--- src/rtl/ipid_pkg.sv ---
// ---------------------------------------------------------------------------
// ipid_pkg: shared definitions for the incremental PID core
// Loop count, arithmetic widths, register indexes and the result record.
// ---------------------------------------------------------------------------
package ipid_pkg;

   // Number of control loops and the fraction length of the gains.
   localparam int LOOPS          = 8;
   localparam int GAIN_FRAC_BITS = 10;

   localparam int LOOP_W = (LOOPS > 1) ? $clog2(LOOPS) : 1;

   // Field and datapath widths.
   localparam int IDX_W   = 3;
   localparam int SMP_W   = 16;
   localparam int GAIN_W  = 20;
   localparam int LIM_W   = 15;
   localparam int BAND_W  = 16;
   localparam int E_W     = 17;             // setpoint - measured
   localparam int DP_W    = 18;             // e - e1
   localparam int DD_W    = 19;             // e - 2*e1 + e2
   localparam int PP_W    = GAIN_W + DP_W;
   localparam int PI_W    = GAIN_W + E_W;
   localparam int PD_W    = GAIN_W + DD_W;
   localparam int SUM_W   = PD_W + 2;
   localparam int INC_W   = SUM_W - GAIN_FRAC_BITS;
   localparam int D_W     = INC_W + 1;
   localparam int ERR_MEM_W = 2 * E_W;

   // Result buffer depth; a power of two so that the pointers wrap freely.
   localparam int RSP_DEPTH = 8;
   localparam int RSP_PTR_W = $clog2(RSP_DEPTH);
   localparam int RSP_CNT_W = $clog2(RSP_DEPTH + 1);

   // Configuration register indexes.
   localparam int CSR_ADDR_W = 3;
   typedef enum logic [CSR_ADDR_W-1:0] {
      CSR_PROP_GAIN     = 3'd0,
      CSR_INTEGRAL_GAIN = 3'd1,
      CSR_DERIV_GAIN    = 3'd2,
      CSR_DRIVE_LIMIT   = 3'd3,
      CSR_INTEGRAL_BAND = 3'd4
   } ipid_csr_type;

   localparam logic [LIM_W-1:0]  DRIVE_LIMIT_RST   = LIM_W'(2000);
   localparam logic [BAND_W-1:0] INTEGRAL_BAND_RST = BAND_W'(35);

   // One result record as it waits in the output buffer.
   typedef struct packed {
      logic signed [SMP_W-1:0] drive;
      logic                    clamped;
   } ipid_rsp_type;

   // Loop number modulo LOOPS, by repeated subtraction on a narrow value.
   function automatic logic [LOOP_W-1:0] loop_of(input logic [IDX_W-1:0] idx);
      logic [6:0] v;
      v = {4'b0000, idx};
      for (int k = 0; k < 8; k++) begin
         if (v >= 7'(LOOPS)) begin
            v = v - 7'(LOOPS);
         end
      end
      return LOOP_W'(v);
   endfunction

endpackage

--- src/rtl/ipid_ram.sv ---
// ---------------------------------------------------------------------------
// ipid_ram: generic single-write, single-read RAM
// One write port and one read port with a registered read; a read of the
// entry written at the same edge returns the old contents.
// ---------------------------------------------------------------------------
module ipid_ram #(
   parameter int WIDTH = 16,
   parameter int DEPTH = 8
) (
   input  logic                                   clock,
   input  logic                                   wr_en,
   input  logic [((DEPTH > 1) ? $clog2(DEPTH) : 1)-1:0] wr_addr,
   input  logic [WIDTH-1:0]                       wr_data,
   input  logic [((DEPTH > 1) ? $clog2(DEPTH) : 1)-1:0] rd_addr,
   output logic [WIDTH-1:0]                       rd_data
);

   logic [WIDTH-1:0] mem_ff [DEPTH];
   logic [WIDTH-1:0] rd_data_ff;

   always_ff @(posedge clock) begin
      if (wr_en) begin
         mem_ff[wr_addr] <= wr_data;
      end
      rd_data_ff <= mem_ff[rd_addr];
   end

   assign rd_data = rd_data_ff;

endmodule

--- src/rtl/ipid_rsp_fifo.sv ---
// ---------------------------------------------------------------------------
// ipid_rsp_fifo: result buffer in front of the response channel
// Small register FIFO; its head drives the response port directly.
// ---------------------------------------------------------------------------
module ipid_rsp_fifo (
   input  logic                             clock,
   input  logic                             reset,
   input  logic                             push,
   input  ipid_pkg::ipid_rsp_type           push_data,
   input  logic                             pop,
   output logic                             head_valid,
   output ipid_pkg::ipid_rsp_type           head_data,
   output logic [ipid_pkg::RSP_CNT_W-1:0]   count
);

   ipid_pkg::ipid_rsp_type                entry_ff [ipid_pkg::RSP_DEPTH];
   logic [ipid_pkg::RSP_PTR_W-1:0]        wr_ptr_ff;
   logic [ipid_pkg::RSP_PTR_W-1:0]        rd_ptr_ff;
   logic [ipid_pkg::RSP_CNT_W-1:0]        count_ff;
   logic [ipid_pkg::RSP_CNT_W-1:0]        count_in;

   always_comb begin
      count_in = count_ff;
      if (push && !pop) begin
         count_in = count_ff + 1'b1;
      end else if (pop && !push) begin
         count_in = count_ff - 1'b1;
      end
   end

   always_ff @(posedge clock) begin
      if (reset) begin
         wr_ptr_ff <= '0;
         rd_ptr_ff <= '0;
         count_ff  <= '0;
      end else begin
         count_ff <= count_in;
         if (push) begin
            wr_ptr_ff <= wr_ptr_ff + 1'b1;
         end
         if (pop) begin
            rd_ptr_ff <= rd_ptr_ff + 1'b1;
         end
      end
   end

   always_ff @(posedge clock) begin
      if (push) begin
         entry_ff[wr_ptr_ff] <= push_data;
      end
   end

   assign head_valid = (count_ff != '0);
   assign head_data  = entry_ff[rd_ptr_ff];
   assign count      = count_ff;

endmodule

--- src/rtl/incremental_pid_integral_separation_core.sv ---
// ---------------------------------------------------------------------------
// incremental_pid_integral_separation_core: multi-loop incremental PID
// A result transaction is offered from the output buffer once its request has passed S1 to S4.
// Throughput: one request per cycle while req_tready is high, set by the single write port
// of each of the error and drive RAMs, with one-entry forwarding in front of each.
// Reset (synchronous, active high) zeroes every loop's history and drive,
// clears the gains and sets drive_limit to 2000 and integral_band to 35.
// ---------------------------------------------------------------------------
//
// Pipeline:
//   S0  request edge: error e = setpoint - measured, integral band check,
//       error RAM read issued for the loop.
//   S1  last two errors arrive (forwarded from the previous transaction when
//       it touched the same loop), error RAM written back with {e1, e}, the
//       proportional and derivative differences are formed.
//   S2  the three gain multiplications.
//   S3  sum of products, truncation toward zero, drive RAM read issued.
//   S4  drive arrives (forwarded when needed), increment added, clamp,
//       drive RAM written back, result pushed into the output buffer.
//
// The pipeline never stalls. A request is taken only while the transactions
// in flight plus those waiting in the output buffer leave a free buffer slot,
// so a back-pressured response channel fills the buffer and then closes
// req_tready without any effect on items already in the pipeline.
//
// Both RAMs hold undefined data after reset; a valid flag per loop stands in
// for the zero reset value until the loop's entry is first written.
module incremental_pid_integral_separation_core (
   input  logic                                 clock,
   input  logic                                 reset,
   // request channel
   input  logic                                 req_tvalid,
   output logic                                 req_tready,
   input  logic [31:0]                          req_tdata,  // setpoint[15:0], measured[31:16]
   input  logic [2:0]                           req_tuser,  // loop_index[2:0]
   // response channel
   output logic                                 rsp_tvalid,
   input  logic                                 rsp_tready,
   output logic [15:0]                          rsp_tdata,  // drive[15:0]
   output logic [0:0]                           rsp_tuser,  // clamped[0]
   // configuration write port
   input  logic                                 csr_we,
   input  logic [ipid_pkg::CSR_ADDR_W-1:0]      csr_addr,
   input  logic [ipid_pkg::GAIN_W-1:0]          csr_wdata
);

   // ------------------------------------------------------------------
   // Configuration registers
   // ------------------------------------------------------------------
   logic signed [ipid_pkg::GAIN_W-1:0] prop_gain_ff;
   logic signed [ipid_pkg::GAIN_W-1:0] integral_gain_ff;
   logic signed [ipid_pkg::GAIN_W-1:0] deriv_gain_ff;
   logic [ipid_pkg::LIM_W-1:0]         drive_limit_ff;
   logic [ipid_pkg::BAND_W-1:0]        integral_band_ff;

   always_ff @(posedge clock) begin
      if (reset) begin
         prop_gain_ff     <= '0;
         integral_gain_ff <= '0;
         deriv_gain_ff    <= '0;
         drive_limit_ff   <= ipid_pkg::DRIVE_LIMIT_RST;
         integral_band_ff <= ipid_pkg::INTEGRAL_BAND_RST;
      end else if (csr_we) begin
         unique case (csr_addr)
            ipid_pkg::CSR_PROP_GAIN:     prop_gain_ff     <= csr_wdata;
            ipid_pkg::CSR_INTEGRAL_GAIN: integral_gain_ff <= csr_wdata;
            ipid_pkg::CSR_DERIV_GAIN:    deriv_gain_ff    <= csr_wdata;
            ipid_pkg::CSR_DRIVE_LIMIT:   drive_limit_ff   <= csr_wdata[ipid_pkg::LIM_W-1:0];
            ipid_pkg::CSR_INTEGRAL_BAND: integral_band_ff <= csr_wdata[ipid_pkg::BAND_W-1:0];
            default: ;
         endcase
      end
   end

   // ------------------------------------------------------------------
   // Flow control
   // ------------------------------------------------------------------
   logic                                 s1_vld_ff;
   logic                                 s2_vld_ff;
   logic                                 s3_vld_ff;
   logic                                 s4_vld_ff;
   logic [ipid_pkg::RSP_CNT_W-1:0]       fifo_count;
   logic [ipid_pkg::RSP_CNT_W:0]         inflight;
   logic                                 req_fire;

   assign inflight = (ipid_pkg::RSP_CNT_W + 1)'(fifo_count)
                   + (ipid_pkg::RSP_CNT_W + 1)'(s1_vld_ff)
                   + (ipid_pkg::RSP_CNT_W + 1)'(s2_vld_ff)
                   + (ipid_pkg::RSP_CNT_W + 1)'(s3_vld_ff)
                   + (ipid_pkg::RSP_CNT_W + 1)'(s4_vld_ff);

   assign req_tready = (inflight < (ipid_pkg::RSP_CNT_W + 1)'(ipid_pkg::RSP_DEPTH));
   assign req_fire   = req_tvalid && req_tready;

   // ------------------------------------------------------------------
   // S0: error and integral band check on the incoming transaction
   // ------------------------------------------------------------------
   logic [ipid_pkg::LOOP_W-1:0]      s0_loop;
   logic signed [ipid_pkg::E_W-1:0]  s0_err;
   logic [ipid_pkg::E_W-1:0]         s0_mag;
   logic                             s0_int_en;

   assign s0_loop   = ipid_pkg::loop_of(req_tuser);
   assign s0_err    = {req_tdata[15], req_tdata[15:0]} - {req_tdata[31], req_tdata[31:16]};
   assign s0_mag    = s0_err[ipid_pkg::E_W-1] ? ipid_pkg::E_W'(~s0_err + 1'b1) : s0_err;
   assign s0_int_en = (s0_mag <= {1'b0, integral_band_ff});

   // Per-loop written flags stand in for the zero reset of both RAMs.
   logic [ipid_pkg::LOOPS-1:0]       err_written_ff;
   logic [ipid_pkg::LOOPS-1:0]       drv_written_ff;

   logic [ipid_pkg::LOOP_W-1:0]      s1_loop_ff;
   logic signed [ipid_pkg::E_W-1:0]  s1_err_ff;
   logic                             s1_int_en_ff;
   logic                             s1_hit_ff;

   always_ff @(posedge clock) begin
      if (reset) begin
         s1_vld_ff <= 1'b0;
      end else begin
         s1_vld_ff <= req_fire;
      end
   end

   always_ff @(posedge clock) begin
      s1_loop_ff   <= s0_loop;
      s1_err_ff    <= s0_err;
      s1_int_en_ff <= s0_int_en;
      s1_hit_ff    <= err_written_ff[s0_loop];
   end

   // ------------------------------------------------------------------
   // S1: error history with forwarding, write-back, differences
   // ------------------------------------------------------------------
   logic [ipid_pkg::ERR_MEM_W-1:0]   err_rd_data;
   logic [ipid_pkg::ERR_MEM_W-1:0]   err_wr_data;

   // Last error record written, for a request to the same loop that read
   // the RAM at the very edge of that write.
   logic                             fe_vld_ff;
   logic [ipid_pkg::LOOP_W-1:0]      fe_loop_ff;
   logic signed [ipid_pkg::E_W-1:0]  fe_e1_ff;
   logic signed [ipid_pkg::E_W-1:0]  fe_e2_ff;

   logic signed [ipid_pkg::E_W-1:0]  s1_e1;
   logic signed [ipid_pkg::E_W-1:0]  s1_e2;
   logic signed [ipid_pkg::DP_W-1:0] s1_dp;
   logic signed [ipid_pkg::DD_W-1:0] s1_dd;
   logic signed [ipid_pkg::E_W-1:0]  s1_ei;

   always_comb begin
      if (fe_vld_ff && (fe_loop_ff == s1_loop_ff)) begin
         s1_e1 = fe_e1_ff;
         s1_e2 = fe_e2_ff;
      end else if (s1_hit_ff) begin
         s1_e1 = err_rd_data[ipid_pkg::E_W-1:0];
         s1_e2 = err_rd_data[ipid_pkg::ERR_MEM_W-1:ipid_pkg::E_W];
      end else begin
         s1_e1 = '0;
         s1_e2 = '0;
      end
   end

   assign s1_dp = {s1_err_ff[ipid_pkg::E_W-1], s1_err_ff}
                - {s1_e1[ipid_pkg::E_W-1], s1_e1};
   assign s1_dd = {{2{s1_err_ff[ipid_pkg::E_W-1]}}, s1_err_ff}
                - {s1_e1[ipid_pkg::E_W-1], s1_e1, 1'b0}
                + {{2{s1_e2[ipid_pkg::E_W-1]}}, s1_e2};
   assign s1_ei = s1_int_en_ff ? s1_err_ff : '0;

   assign err_wr_data = {s1_e1, s1_err_ff};

   ipid_ram #(
      .WIDTH (ipid_pkg::ERR_MEM_W),
      .DEPTH (ipid_pkg::LOOPS)
   ) u_err_ram (
      .clock   (clock),
      .wr_en   (s1_vld_ff),
      .wr_addr (s1_loop_ff),
      .wr_data (err_wr_data),
      .rd_addr (s0_loop),
      .rd_data (err_rd_data)
   );

   always_ff @(posedge clock) begin
      if (reset) begin
         fe_vld_ff      <= 1'b0;
         err_written_ff <= '0;
      end else begin
         fe_vld_ff <= s1_vld_ff;
         if (s1_vld_ff) begin
            err_written_ff[s1_loop_ff] <= 1'b1;
         end
      end
   end

   always_ff @(posedge clock) begin
      fe_loop_ff <= s1_loop_ff;
      fe_e1_ff   <= s1_err_ff;
      fe_e2_ff   <= s1_e1;
   end

   logic [ipid_pkg::LOOP_W-1:0]      s2_loop_ff;
   logic signed [ipid_pkg::DP_W-1:0] s2_dp_ff;
   logic signed [ipid_pkg::DD_W-1:0] s2_dd_ff;
   logic signed [ipid_pkg::E_W-1:0]  s2_ei_ff;

   always_ff @(posedge clock) begin
      if (reset) begin
         s2_vld_ff <= 1'b0;
      end else begin
         s2_vld_ff <= s1_vld_ff;
      end
   end

   always_ff @(posedge clock) begin
      s2_loop_ff <= s1_loop_ff;
      s2_dp_ff   <= s1_dp;
      s2_dd_ff   <= s1_dd;
      s2_ei_ff   <= s1_ei;
   end

   // ------------------------------------------------------------------
   // S2: gain multiplications, each product registered
   // ------------------------------------------------------------------
   logic signed [ipid_pkg::PP_W-1:0] s2_pp;
   logic signed [ipid_pkg::PI_W-1:0] s2_pi;
   logic signed [ipid_pkg::PD_W-1:0] s2_pd;

   assign s2_pp = prop_gain_ff * s2_dp_ff;
   assign s2_pi = integral_gain_ff * s2_ei_ff;
   assign s2_pd = deriv_gain_ff * s2_dd_ff;

   logic [ipid_pkg::LOOP_W-1:0]      s3_loop_ff;
   logic signed [ipid_pkg::PP_W-1:0] s3_pp_ff;
   logic signed [ipid_pkg::PI_W-1:0] s3_pi_ff;
   logic signed [ipid_pkg::PD_W-1:0] s3_pd_ff;

   always_ff @(posedge clock) begin
      if (reset) begin
         s3_vld_ff <= 1'b0;
      end else begin
         s3_vld_ff <= s2_vld_ff;
      end
   end

   always_ff @(posedge clock) begin
      s3_loop_ff <= s2_loop_ff;
      s3_pp_ff   <= s2_pp;
      s3_pi_ff   <= s2_pi;
      s3_pd_ff   <= s2_pd;
   end

   // ------------------------------------------------------------------
   // S3: sum and truncation toward zero
   // ------------------------------------------------------------------
   logic signed [ipid_pkg::SUM_W-1:0] s3_sum;
   logic signed [ipid_pkg::SUM_W-1:0] s3_shifted;
   logic                              s3_round_up;
   logic signed [ipid_pkg::INC_W-1:0] s3_inc;

   assign s3_sum = ipid_pkg::SUM_W'(s3_pp_ff)
                 + ipid_pkg::SUM_W'(s3_pi_ff)
                 + ipid_pkg::SUM_W'(s3_pd_ff);

   // An arithmetic shift rounds toward minus infinity; a negative sum with
   // a non-zero fraction is moved up by one to round toward zero instead.
   assign s3_shifted  = s3_sum >>> ipid_pkg::GAIN_FRAC_BITS;
   assign s3_round_up = s3_sum[ipid_pkg::SUM_W-1] && (|s3_sum[ipid_pkg::GAIN_FRAC_BITS-1:0]);
   assign s3_inc      = s3_shifted[ipid_pkg::INC_W-1:0]
                      + $signed({{(ipid_pkg::INC_W-1){1'b0}}, s3_round_up});

   logic [ipid_pkg::LOOP_W-1:0]       s4_loop_ff;
   logic signed [ipid_pkg::INC_W-1:0] s4_inc_ff;
   logic                              s4_hit_ff;

   always_ff @(posedge clock) begin
      if (reset) begin
         s4_vld_ff <= 1'b0;
      end else begin
         s4_vld_ff <= s3_vld_ff;
      end
   end

   always_ff @(posedge clock) begin
      s4_loop_ff <= s3_loop_ff;
      s4_inc_ff  <= s3_inc;
      s4_hit_ff  <= drv_written_ff[s3_loop_ff];
   end

   // ------------------------------------------------------------------
   // S4: drive update, clamp, write-back
   // ------------------------------------------------------------------
   logic [ipid_pkg::SMP_W-1:0]          drv_rd_data;
   logic                                fd_vld_ff;
   logic [ipid_pkg::LOOP_W-1:0]         fd_loop_ff;
   logic signed [ipid_pkg::SMP_W-1:0]   fd_drive_ff;

   logic signed [ipid_pkg::SMP_W-1:0]   s4_drive_old;
   logic signed [ipid_pkg::D_W-1:0]     s4_sum;
   logic signed [ipid_pkg::D_W-1:0]     s4_lim;
   logic signed [ipid_pkg::SMP_W-1:0]   s4_lim16;
   logic signed [ipid_pkg::SMP_W-1:0]   s4_drive;
   logic                                s4_clip;
   ipid_pkg::ipid_rsp_type              s4_rsp;

   always_comb begin
      if (fd_vld_ff && (fd_loop_ff == s4_loop_ff)) begin
         s4_drive_old = fd_drive_ff;
      end else if (s4_hit_ff) begin
         s4_drive_old = drv_rd_data;
      end else begin
         s4_drive_old = '0;
      end
   end

   assign s4_sum   = ipid_pkg::D_W'(s4_drive_old) + ipid_pkg::D_W'(s4_inc_ff);
   assign s4_lim   = $signed({{(ipid_pkg::D_W - ipid_pkg::LIM_W){1'b0}}, drive_limit_ff});
   assign s4_lim16 = $signed({1'b0, drive_limit_ff});

   // The clamped flag is raised only for a sum strictly outside the limit.
   always_comb begin
      if (s4_sum > s4_lim) begin
         s4_drive = s4_lim16;
         s4_clip  = 1'b1;
      end else if (s4_sum < -s4_lim) begin
         s4_drive = -s4_lim16;
         s4_clip  = 1'b1;
      end else begin
         s4_drive = s4_sum[ipid_pkg::SMP_W-1:0];
         s4_clip  = 1'b0;
      end
   end

   ipid_ram #(
      .WIDTH (ipid_pkg::SMP_W),
      .DEPTH (ipid_pkg::LOOPS)
   ) u_drv_ram (
      .clock   (clock),
      .wr_en   (s4_vld_ff),
      .wr_addr (s4_loop_ff),
      .wr_data (s4_drive),
      .rd_addr (s3_loop_ff),
      .rd_data (drv_rd_data)
   );

   always_ff @(posedge clock) begin
      if (reset) begin
         fd_vld_ff      <= 1'b0;
         drv_written_ff <= '0;
      end else begin
         fd_vld_ff <= s4_vld_ff;
         if (s4_vld_ff) begin
            drv_written_ff[s4_loop_ff] <= 1'b1;
         end
      end
   end

   always_ff @(posedge clock) begin
      fd_loop_ff  <= s4_loop_ff;
      fd_drive_ff <= s4_drive;
   end

   // ------------------------------------------------------------------
   // Output buffer and response channel
   // ------------------------------------------------------------------
   ipid_pkg::ipid_rsp_type rsp_head;

   assign s4_rsp.drive   = s4_drive;
   assign s4_rsp.clamped = s4_clip;

   ipid_rsp_fifo u_rsp_fifo (
      .clock      (clock),
      .reset      (reset),
      .push       (s4_vld_ff),
      .push_data  (s4_rsp),
      .pop        (rsp_tvalid && rsp_tready),
      .head_valid (rsp_tvalid),
      .head_data  (rsp_head),
      .count      (fifo_count)
   );

   assign rsp_tdata = rsp_head.drive;
   assign rsp_tuser = rsp_head.clamped;

   // ------------------------------------------------------------------
   // Assertions
   // ------------------------------------------------------------------
`ifndef ASSERT_OFF
   // The admission rule must keep every transaction in flight a buffer slot.
   a_credit: assert property (@(posedge clock) disable iff (reset)
      inflight <= (ipid_pkg::RSP_CNT_W + 1)'(ipid_pkg::RSP_DEPTH))
      else $error("output buffer overcommitted");

   // A finished drive always lies within the configured limit.
   a_drive_range: assert property (@(posedge clock) disable iff (reset)
      s4_vld_ff |-> (s4_drive <= s4_lim16) && (s4_drive >= -s4_lim16))
      else $error("drive outside limit");

   // A clamped result sits exactly on one of the two limits.
   a_clip_on_limit: assert property (@(posedge clock) disable iff (reset)
      (s4_vld_ff && s4_clip) |-> (s4_drive == s4_lim16) || (s4_drive == -s4_lim16))
      else $error("clamped drive not on a limit");

   // Every transaction in S1 passes through S2 and S3 and is pushed into the output buffer from S4.
   a_push_follows: assert property (@(posedge clock) disable iff (reset)
      s1_vld_ff |-> ##3 s4_vld_ff)
      else $error("transaction lost in pipeline");
`endif

endmodule

--- config.mk ---
export PLATFORM = sky130hd
export DESIGN_NAME = incremental_pid_integral_separation_core
export DESIGN_NICKNAME = d
export VERILOG_FILES = /design/src/rtl/ipid_pkg.sv /design/src/rtl/ipid_ram.sv /design/src/rtl/ipid_rsp_fifo.sv /design/src/rtl/incremental_pid_integral_separation_core.sv
export SDC_FILE = /design/constraint.sdc
export NUM_CORES = 2
export LEC_CHECK = 0
export ABC_AREA = 1
export BUFFER_PORTS_ARGS = -buffer_cell sky130_fd_sc_hd__buf_4
export CORE_MARGIN = 2
export CORE_UTILIZATION = 30
export CTS_BUF_LIST = sky130_fd_sc_hd__clkbuf_8
export DETAILED_ROUTE_END_ITERATION = 8
export SKIP_LAST_GASP = 1
export SLEW_MARGIN = 20
export SYNTH_ARGS = -nofsm -noshare
export SYNTH_HDL_FRONTEND = slang
export SYNTH_SLANG_ARGS = --single-unit
export TNS_END_PERCENT = 100
--- constraint.sdc ---
create_clock -name clock -period 6.76 [get_ports clock]
set_input_delay 0.676 -clock clock [delete_from_list [all_inputs] [get_ports clock]]
set_output_delay 0.676 -clock clock [all_outputs]
set_load 0.005 [all_outputs]
======== Word level (Yosys, flattened, before mapping) ========
Memory sizes are Yosys's and may differ from the RTL's. A register that Yosys moved wholly into a read port is not among the register bits.
Index checks and enable logic that the tools add are counted.
storage, ports and cells
  input bits .............................. 63
  register bits ........................... 406
  latch bits .............................. 0
  memories kept ........................... 3
  output and inout port bits .............. 19
  logic and storage cells ................. 125
  RAM bits ................................ 536
  memory bits (read-only) ................. 0
cells by class
  equality and inequality tests ........... 6
  reduce and logical (&&, ||, !) cells .... 20
  shift-type cells ........................ 0
  bitwise operators ....................... 3
  divide/modulo/power cells ............... 0
  multipliers ............................. 3
  $add $sub $neg .......................... 19
  magnitude comparators ................... 10
  muxes and demuxes ....................... 27
memory list
  memory               words  bits a word  read ports  clocked after Yosys merged registers in  write ports  RTL line             source
  u_err_ram.mem_ff     8      34           1           1                                        1            ipid_ram.sv:18       logic [WIDTH-1:0] mem_ff [DEPTH];
  u_rsp_fifo.entry_ff  8      17           1           1                                        1            ipid_rsp_fifo.sv:16  ipid_pkg::ipid_rsp_type entry_ff [ipid_pkg::RSP_DEPTH];
  u_drv_ram.mem_ff     8      16           1           1                                        1            ipid_ram.sv:18
operators by type and width
  kind                                                count
  2-to-1 mux 17 bit                                   5
  2-to-1 mux 16 bit                                   4
  adder 39 x 39 -> 40 bit                             1
  adder 38 x 37 -> 39 bit                             1
  multiplier 20 x 19 -> 39 bit                        1
  multiplier 20 x 18 -> 38 bit                        1
  multiplier 20 x 17 -> 37 bit                        1
  adder 16 x 31 -> 32 bit                             1
  greater-than comparator 32 x 16 -> 1 bit            1
  < comparator 32 bit                                 1
  negator 15 -> 32 bit                                1
  adder 30 x 2 -> 31 bit                              1
  adder 19 bit                                        1
  subtractor 17 x 18 -> 19 bit                        1
  subtractor 17 x 17 -> 18 bit                        1
  adder 17 x 1 -> 17 bit, second input constant       1
  less-or-equal comparator 17 x 16 -> 1 bit           1
  inverter 17 bit                                     1
  subtractor 16 x 16 -> 17 bit                        1
  < comparator 3 x 4 -> 1 bit, second input constant  4
  negator 15 -> 16 bit                                1
  bitwise OR 8 bit                                    2
  adder 5 x 1 -> 5 bit                                3
  2-to-1 mux 1 bit                                    10
  other kinds (21)                                    42

======== Longest topological paths before layout ========
  depth after elaboration ................. 7
  gate-level depth with buffers ........... 32
  depth with buffers taken out ............ 30

======== Modules after synthesis ========
A second synthesis with hierarchy kept.
unflattened totals
  cell total of the unflattened synthesis .. 10,775
  area total of the unflattened synthesis .. 88,959.1 µm²
modules (own cells, without submodules)
  module                                    cells each  instances  area an instance (µm²)  seq. area each (µm²)
  incremental_pid_integral_separation_core  8,421       1          64,369.2                7,927.6
  ipid_ram at u_err_ram                     1,227       1          12,535.8                8,848.5
  ipid_rsp_fifo                             540         1          6,064.6                 4,344.2
  ipid_ram at u_drv_ram                     587         1          5,989.5                 4,164.0

======== Worst setup path after synthesis ========
No wires, ideal clock.
  path kind ............................... register to register
  start ................................... register prop_gain_ff[19] (netlist bit)
  end ..................................... register s3_pp_ff[37] (netlist bit)
  slack ................................... 0.946 ns
  library setup time ...................... 0.113 ns
  data required time ...................... 6.647 ns
  data arrival time ....................... 5.701 ns
  stages on the path, launching flop included .. 26
  period minus slack after synthesis ...... 5.814 ns
  path buffers ............................ 2
  cell sequence ........................... dfxtp_1 > clkbuf_1 > clkbuf_1 > nand2_1 > inv_1 > fa_1 > fa_1 > ha_1 > inv_1 > fa_1 > inv_1 > fa_1 > inv_1 > fa_1 > inv_1 > ha_1 > nand2_1 > o21ai_0 > a21oi_1 > a21boi_0 > o21ai_0 > a21o_1 > nand2_1 > nand3_1 > nand2_1 > nand2_1
between the ends
  cells in the longest elaborated chain, start to end .. 1
RTL lines
  item                          RTL line                                         source
  start, declared               incremental_pid_integral_separation_core.sv:50   logic signed [ipid_pkg::GAIN_W-1:0] prop_gain_ff;
  start signal, assigned        incremental_pid_integral_separation_core.sv:65   ipid_pkg::CSR_PROP_GAIN: prop_gain_ff <= csr_wdata;
  multiplier 20 x 18 -> 38 bit  incremental_pid_integral_separation_core.sv:230  assign s2_pp = prop_gain_ff * s2_dp_ff;
  net s2_pp (one bit)           incremental_pid_integral_separation_core.sv:226  logic signed [ipid_pkg::PP_W-1:0] s2_pp;
  end signal, assigned          incremental_pid_integral_separation_core.sv:249  s3_pp_ff <= s2_pp;
  end, declared                 incremental_pid_integral_separation_core.sv:235  logic signed [ipid_pkg::PP_W-1:0] s3_pp_ff;
The timed path passes the listed nets, and every way through them passes these cells.
A chain may end at the register's enable or synchronous reset.

======== Final worst setup path ========
  start ................................... register integral_gain_ff[3] (netlist bit)
  end ..................................... register s3_pi_ff[24] (netlist bit)
between the ends
  cells in the longest elaborated chain, start to end .. 1
RTL lines
  item                          RTL line                                         source
  start, declared               incremental_pid_integral_separation_core.sv:51   logic signed [ipid_pkg::GAIN_W-1:0] integral_gain_ff;
  start signal, assigned        incremental_pid_integral_separation_core.sv:66   ipid_pkg::CSR_INTEGRAL_GAIN: integral_gain_ff <= csr_wdata;
  multiplier 20 x 17 -> 37 bit  incremental_pid_integral_separation_core.sv:231  assign s2_pi = integral_gain_ff * s2_ei_ff;
  net s2_pi (one bit)           incremental_pid_integral_separation_core.sv:227  logic signed [ipid_pkg::PI_W-1:0] s2_pi;
  end signal, assigned          incremental_pid_integral_separation_core.sv:250  s3_pi_ff <= s2_pi;
  end, declared                 incremental_pid_integral_separation_core.sv:236  logic signed [ipid_pkg::PI_W-1:0] s3_pi_ff;
The timed path passes the listed nets, and every way through them passes these cells.

==> Implementation_results.wiki <==
{| class="wikitable"
! Metric !! Value
|-
| Cell variety after synth || 55
|-
| Maximum clock skew at final layout || ~0.11 ns
|-
| Share of synthesized area occupied by flip-flops and latches || 29.4%
|-
| Sort of element at the start of the critical path || flop
|-
| Initial core utilization || a little under a third
|-
| Maximum fanout count along the critical path || 12
|-
| Minimum setup slack in the final design || 0.240 ns
|-
| Category of cells accounting for the largest share of critical-path delay || adder cells
|-
| Data arrival time of the critical path || around 7.4 ns
|-
| Clock slew at reported path FFs || about 0.060 ns
|-
| Bufs and invs on worst path || 6
|-
| Number of pins exceeding their max-slew limit in the final report || 0
|-
| Static power due to leakage || between 40 and 50 nW
|-
| List of most frequent post-synthesis cells || sky130_fd_sc_hd__inv_1, sky130_fd_sc_hd__nand2_1, sky130_fd_sc_hd__fa_1, sky130_fd_sc_hd__nor2_1, sky130_fd_sc_hd__o21ai_0
|-
| Minimum setup slack after placement || between 0.3 and 0.4 ns
|-
| Post-Syn Area || between 80,000 and 90,000 µm²
|-
| Maximum number of buffers from clock root to sink || 3
|-
| Global-route wire length before repair || approximately 370,000 µm
|-
| FMAX || roughly 150 MHz
|-
| Worst Tran Pin Value || 1.06 ns
|-
| Pin count of the biggest net entering global routing || 85
|-
| Run status || completed
|-
| Class of the tightest hold or removal check || in2reg
|-
| Std cell rows || between 150 and 200
|-
| Post-synth ARST share || 0%
|-
| Routed Antenna Nets || 0
|-
| Worst-path cell chain || nand2_1 -> fa_1 -> fa_1 -> inv_1 -> ha_1 -> fa_1 -> inv_1 -> fa_1 -> fa_1 -> inv_1 -> ha_1 -> inv_1 -> o21ai_0 -> a21oi_1 -> o21ai_0 -> a21oi_1 -> inv_1 -> a21oi_1 -> nor2_1 -> nor2_1 -> xnor2_1 -> buf_4
|-
| Top-level I/O count || 82
|-
| Largest stage delay on the critical path || approximately 0.87 ns
|-
| Design Power || between 30 and 40 mW
|-
| Crit path kind || reg2reg
|-
| Count of filler cells inserted in the layout || 29,800
|-
| Die area || a little under 300,000 µm²
|-
| Number of enable flip-flop cells after synthesis || about 540
|-
| Residual overflow from global routing || 0
|-
| Setup repair after global routing missed its margin || yes
|-
| Synth warn || 0
|-
| Cell types occupying the most area after synthesis || sky130_fd_sc_hd__fa_1, sky130_fd_sc_hd__edfxtp_1, sky130_fd_sc_hd__dfxtp_1, sky130_fd_sc_hd__inv_1, sky130_fd_sc_hd__nand2_1
|-
| Via count of the first global-routing pass || around 65,000
|-
| Peak VDD IR || approximately 0.00036 V
|-
| Via/cell ratio || 4.57
|-
| Post-synthesis instance total || 10,000
|-
| Final setup viols || 0
|-
| Final routed DRC violation total || 0
|-
| Synthesized flop and latch total || slightly below 1,000
|-
| Fin Setup TNS || 0 ns
|-
| Core box area || ~290,000 µm²
|-
| Die H || between 500 and 600 µm
|-
| TritonCTS buffer count || 160
|-
| H-tree levels || 4
|-
| Period Utilization, post-route || 96.4%
|-
| Number of DRC violations after detailed-routing iteration 0 || roughly 4,500
|-
| Layout Nets || about 12,000
|-
| Summed area of non-filler cells in the final layout || 95,100 µm²
|-
| Final routed wire length divided by cell count || 17.1 µm
|-
| Routability cong. || approximately 0.97
|-
| Placement-stage cell area || slightly above 90,000 µm²
|-
| Overall global routing resource usage || about 17%
|-
| CTS Sinks || between 900 and 1,000
|-
| Chip width || between 500 and 600 µm
|-
| PortBufs || slightly above 80
|-
| Post-CTS setup repair buffer count || 0
|-
| Worst skew pair latency || ~0.99 ns
|-
| P&R area growth vs syn || 10.5%
|-
| Period minus WS final || ~6.5 ns
|-
| Most frequently used flop master after synthesis || sky130_fd_sc_hd__edfxtp_1
|-
| CP Capture Type || flop
|-
| Via count || roughly 64,000
|-
| Hold Fails Final Rpt || 0
|-
| Wire length after detailed routing || about 240,000 µm
|-
| Synthesized area per cell || 8.59 µm²
|-
| Area share of the leading cell type in the synthesized netlist || a little over a quarter
|-
| Number of antenna violations at the first check in global routing || 12
|-
| Layout cell share with drive strength beyond 1 || under 10%
|-
| Number of maximum-capacitance constraint violations || 0
|-
| Number of cells traversed by the worst register-to-register path || 22
|-
| Cell type contributing the most total cell area after synthesis || sky130_fd_sc_hd__fa_1
|-
| TritonCTS clock tree || done
|-
| Detailed-placement wirelength estimate || roughly 180,000 µm
|-
| Total nets after synthesis || approximately 12,000
|-
| Most used standard cell by instance count after synthesis || sky130_fd_sc_hd__inv_1
|-
| Crit. path cell count || 22
|-
| Required time worst endpoint || 7.59 ns
|-
| Iteration count of the initial detailed-routing pass || 9
|-
| WHS || slightly below 0.08 ns
|-
| Slew HR || 29.3%
|-
| CP max stage cell || sky130_fd_sc_hd__dfxtp_1
|-
| Cell chosen for the clock root || sky130_fd_sc_hd__clkbuf_8
|-
| Pwr/cell area || 400 nW/µm²
|-
| Hold Crit Depth || 3
|}
## what timing repair did
item / in CTS / in global routing
setup endpoints to repair: 0 / 3
hold buffers: 2 / 0
gates resized for setup: 0 / 5
hold endpoints to repair: 3 / 0
## registers in the layout (all words and copies together), names as in the netlist, 17 cells and up, named ones only
signal	count
s2_dd_ff	19
fe_e1_ff	17
s4_inc_ff	31
s1_err_ff	17
u_drv_ram.mem_ff	128
s3_pp_ff	38
u_err_ram.mem_ff	272
s3_pd_ff	39
integral_gain_ff	20
s2_ei_ff	17
u_rsp_fifo.entry_ff	136
prop_gain_ff	20
deriv_gain_ff	20
u_err_ram.rd_data	34
s2_dp_ff	18
s3_pi_ff	37
fe_e2_ff	17
## metrics by stage
stage,utilization [%],instances
2_1_floorplan,-,10000
3_3_place_gp,32.1,13700
3_5_place_dp,32.1,13700
4_1_cts,33.3,14000
5_1_grt,33.3,14000
6_report,33.3,14000
## power breakdown
group,switching [mW],internal (mW)
registers,1.13,7.89
clock network,2.66,2.75
logic,16.0,7.68
## cell type report
type                            count  area (µm²)  share of cell area (%)
Sequential cell                   995       25300                    26.6
Timing Repair Buffer              307        2330                    2.45
Inverter                         2231        8380                    8.81
Clock buffer                      177        2440                    2.56
Antenna cell                       10        25.0                  0.0263
Tap cell                         3762        4710                    4.95
Multi-Input combinational cell   6419       51100                    53.7
Clock inverter                    118         900                   0.946
## worst paths after layout
kind,from,to,slack (ns)
min reg2reg,s2_loop_ff[0]$_DFF_P_,s3_loop_ff[0]$_DFF_P_,0.36
max reg2reg,integral_gain_ff[3]$_SDFFE_PP0P_,s3_pi_ff[24]$_DFF_P_,0.24
min,csr_wdata[17],integral_gain_ff[17]$_SDFFE_PP0P_,0.08
max,integral_gain_ff[3]$_SDFFE_PP0P_,s3_pi_ff[24]$_DFF_P_,0.24
## metal layers
| metal | part of all wire [%] | GRT usage [%] | up-vias |
|---|---|---|---|
| met5 | 0.0054 | 0 | - |
| li1 | - | - | 30700 |
| met3 | 5.1 | 1.98 | 292 |
| met1 | 43 | 21.6 | 31600 |
| met2 | 48 | 28.0 | 1563 |
| met4 | 3.6 | 6.02 | 2 |
## layout by cell type, fill, tap and decap left out, types with 19 or more instances in the layout
| cell | n |
|---|---|
| sky130_fd_sc_hd__nor2_1 | 1020 |
| sky130_fd_sc_hd__edfxtp_1 | 536 |
| sky130_fd_sc_hd__clkbuf_8 | 177 |
| sky130_fd_sc_hd__nand2_1 | 1973 |
| sky130_fd_sc_hd__o21ai_0 | 554 |
| sky130_fd_sc_hd__dfxtp_1 | 452 |
| sky130_fd_sc_hd__nor3_1 | 24 |
| sky130_fd_sc_hd__nand4_1 | 64 |
| sky130_fd_sc_hd__o22ai_1 | 71 |
| sky130_fd_sc_hd__a31oi_1 | 83 |
| sky130_fd_sc_hd__a21oi_1 | 316 |
| sky130_fd_sc_hd__nand3_1 | 218 |
| sky130_fd_sc_hd__ha_1 | 497 |
| sky130_fd_sc_hd__inv_1 | 2268 |
| sky130_fd_sc_hd__xnor2_1 | 82 |
| sky130_fd_sc_hd__nor2_2 | 32 |
| sky130_fd_sc_hd__a21o_1 | 19 |
| sky130_fd_sc_hd__clkinv_2 | 22 |
| sky130_fd_sc_hd__xor2_1 | 151 |
| sky130_fd_sc_hd__nand2_2 | 30 |
| sky130_fd_sc_hd__or2_2 | 21 |
| sky130_fd_sc_hd__fa_1 | 1150 |
| sky130_fd_sc_hd__buf_4 | 303 |
## worst register-to-register path, cell delays in order, from the launching register on
cell	delay (ns)
sky130_fd_sc_hd__dfxtp_1	0.87
sky130_fd_sc_hd__nand2_1	0.18
sky130_fd_sc_hd__fa_1	0.55
sky130_fd_sc_hd__fa_1	0.51
sky130_fd_sc_hd__inv_1	0.05
sky130_fd_sc_hd__ha_1	0.19
sky130_fd_sc_hd__fa_1	0.48
sky130_fd_sc_hd__inv_1	0.05
sky130_fd_sc_hd__fa_1	0.50
sky130_fd_sc_hd__fa_1	0.49
sky130_fd_sc_hd__inv_1	0.05
sky130_fd_sc_hd__ha_1	0.32
sky130_fd_sc_hd__inv_1	0.12
sky130_fd_sc_hd__o21ai_0	0.09
sky130_fd_sc_hd__a21oi_1	0.32
sky130_fd_sc_hd__o21ai_0	0.14
sky130_fd_sc_hd__a21oi_1	0.47
sky130_fd_sc_hd__inv_1	0.09
sky130_fd_sc_hd__a21oi_1	0.26
sky130_fd_sc_hd__nor2_1	0.08
sky130_fd_sc_hd__nor2_1	0.13
sky130_fd_sc_hd__xnor2_1	0.23
sky130_fd_sc_hd__buf_4	0.22
## cells by family (layout without fill, tap and decap cells)
logic type | count (synthesis) | after routing | synth area share, %
and+or+nand+nor | 3434 | 3434 | 16.0
adders and majority gates | 1647 | 1647 | 34.0
AOI/OAI and AO/OA | 1103 | 1103 | 6.88
other | 0 | 10 | 0
DFF | 995 | 995 | 29.4
muxes | 1 | 1 | 0.0116
xor gates and xnor gates | 234 | 234 | 2.39
buffers and inverters | 2615 | 2833 | 11.4
Power figures use the tool's default switching activity.
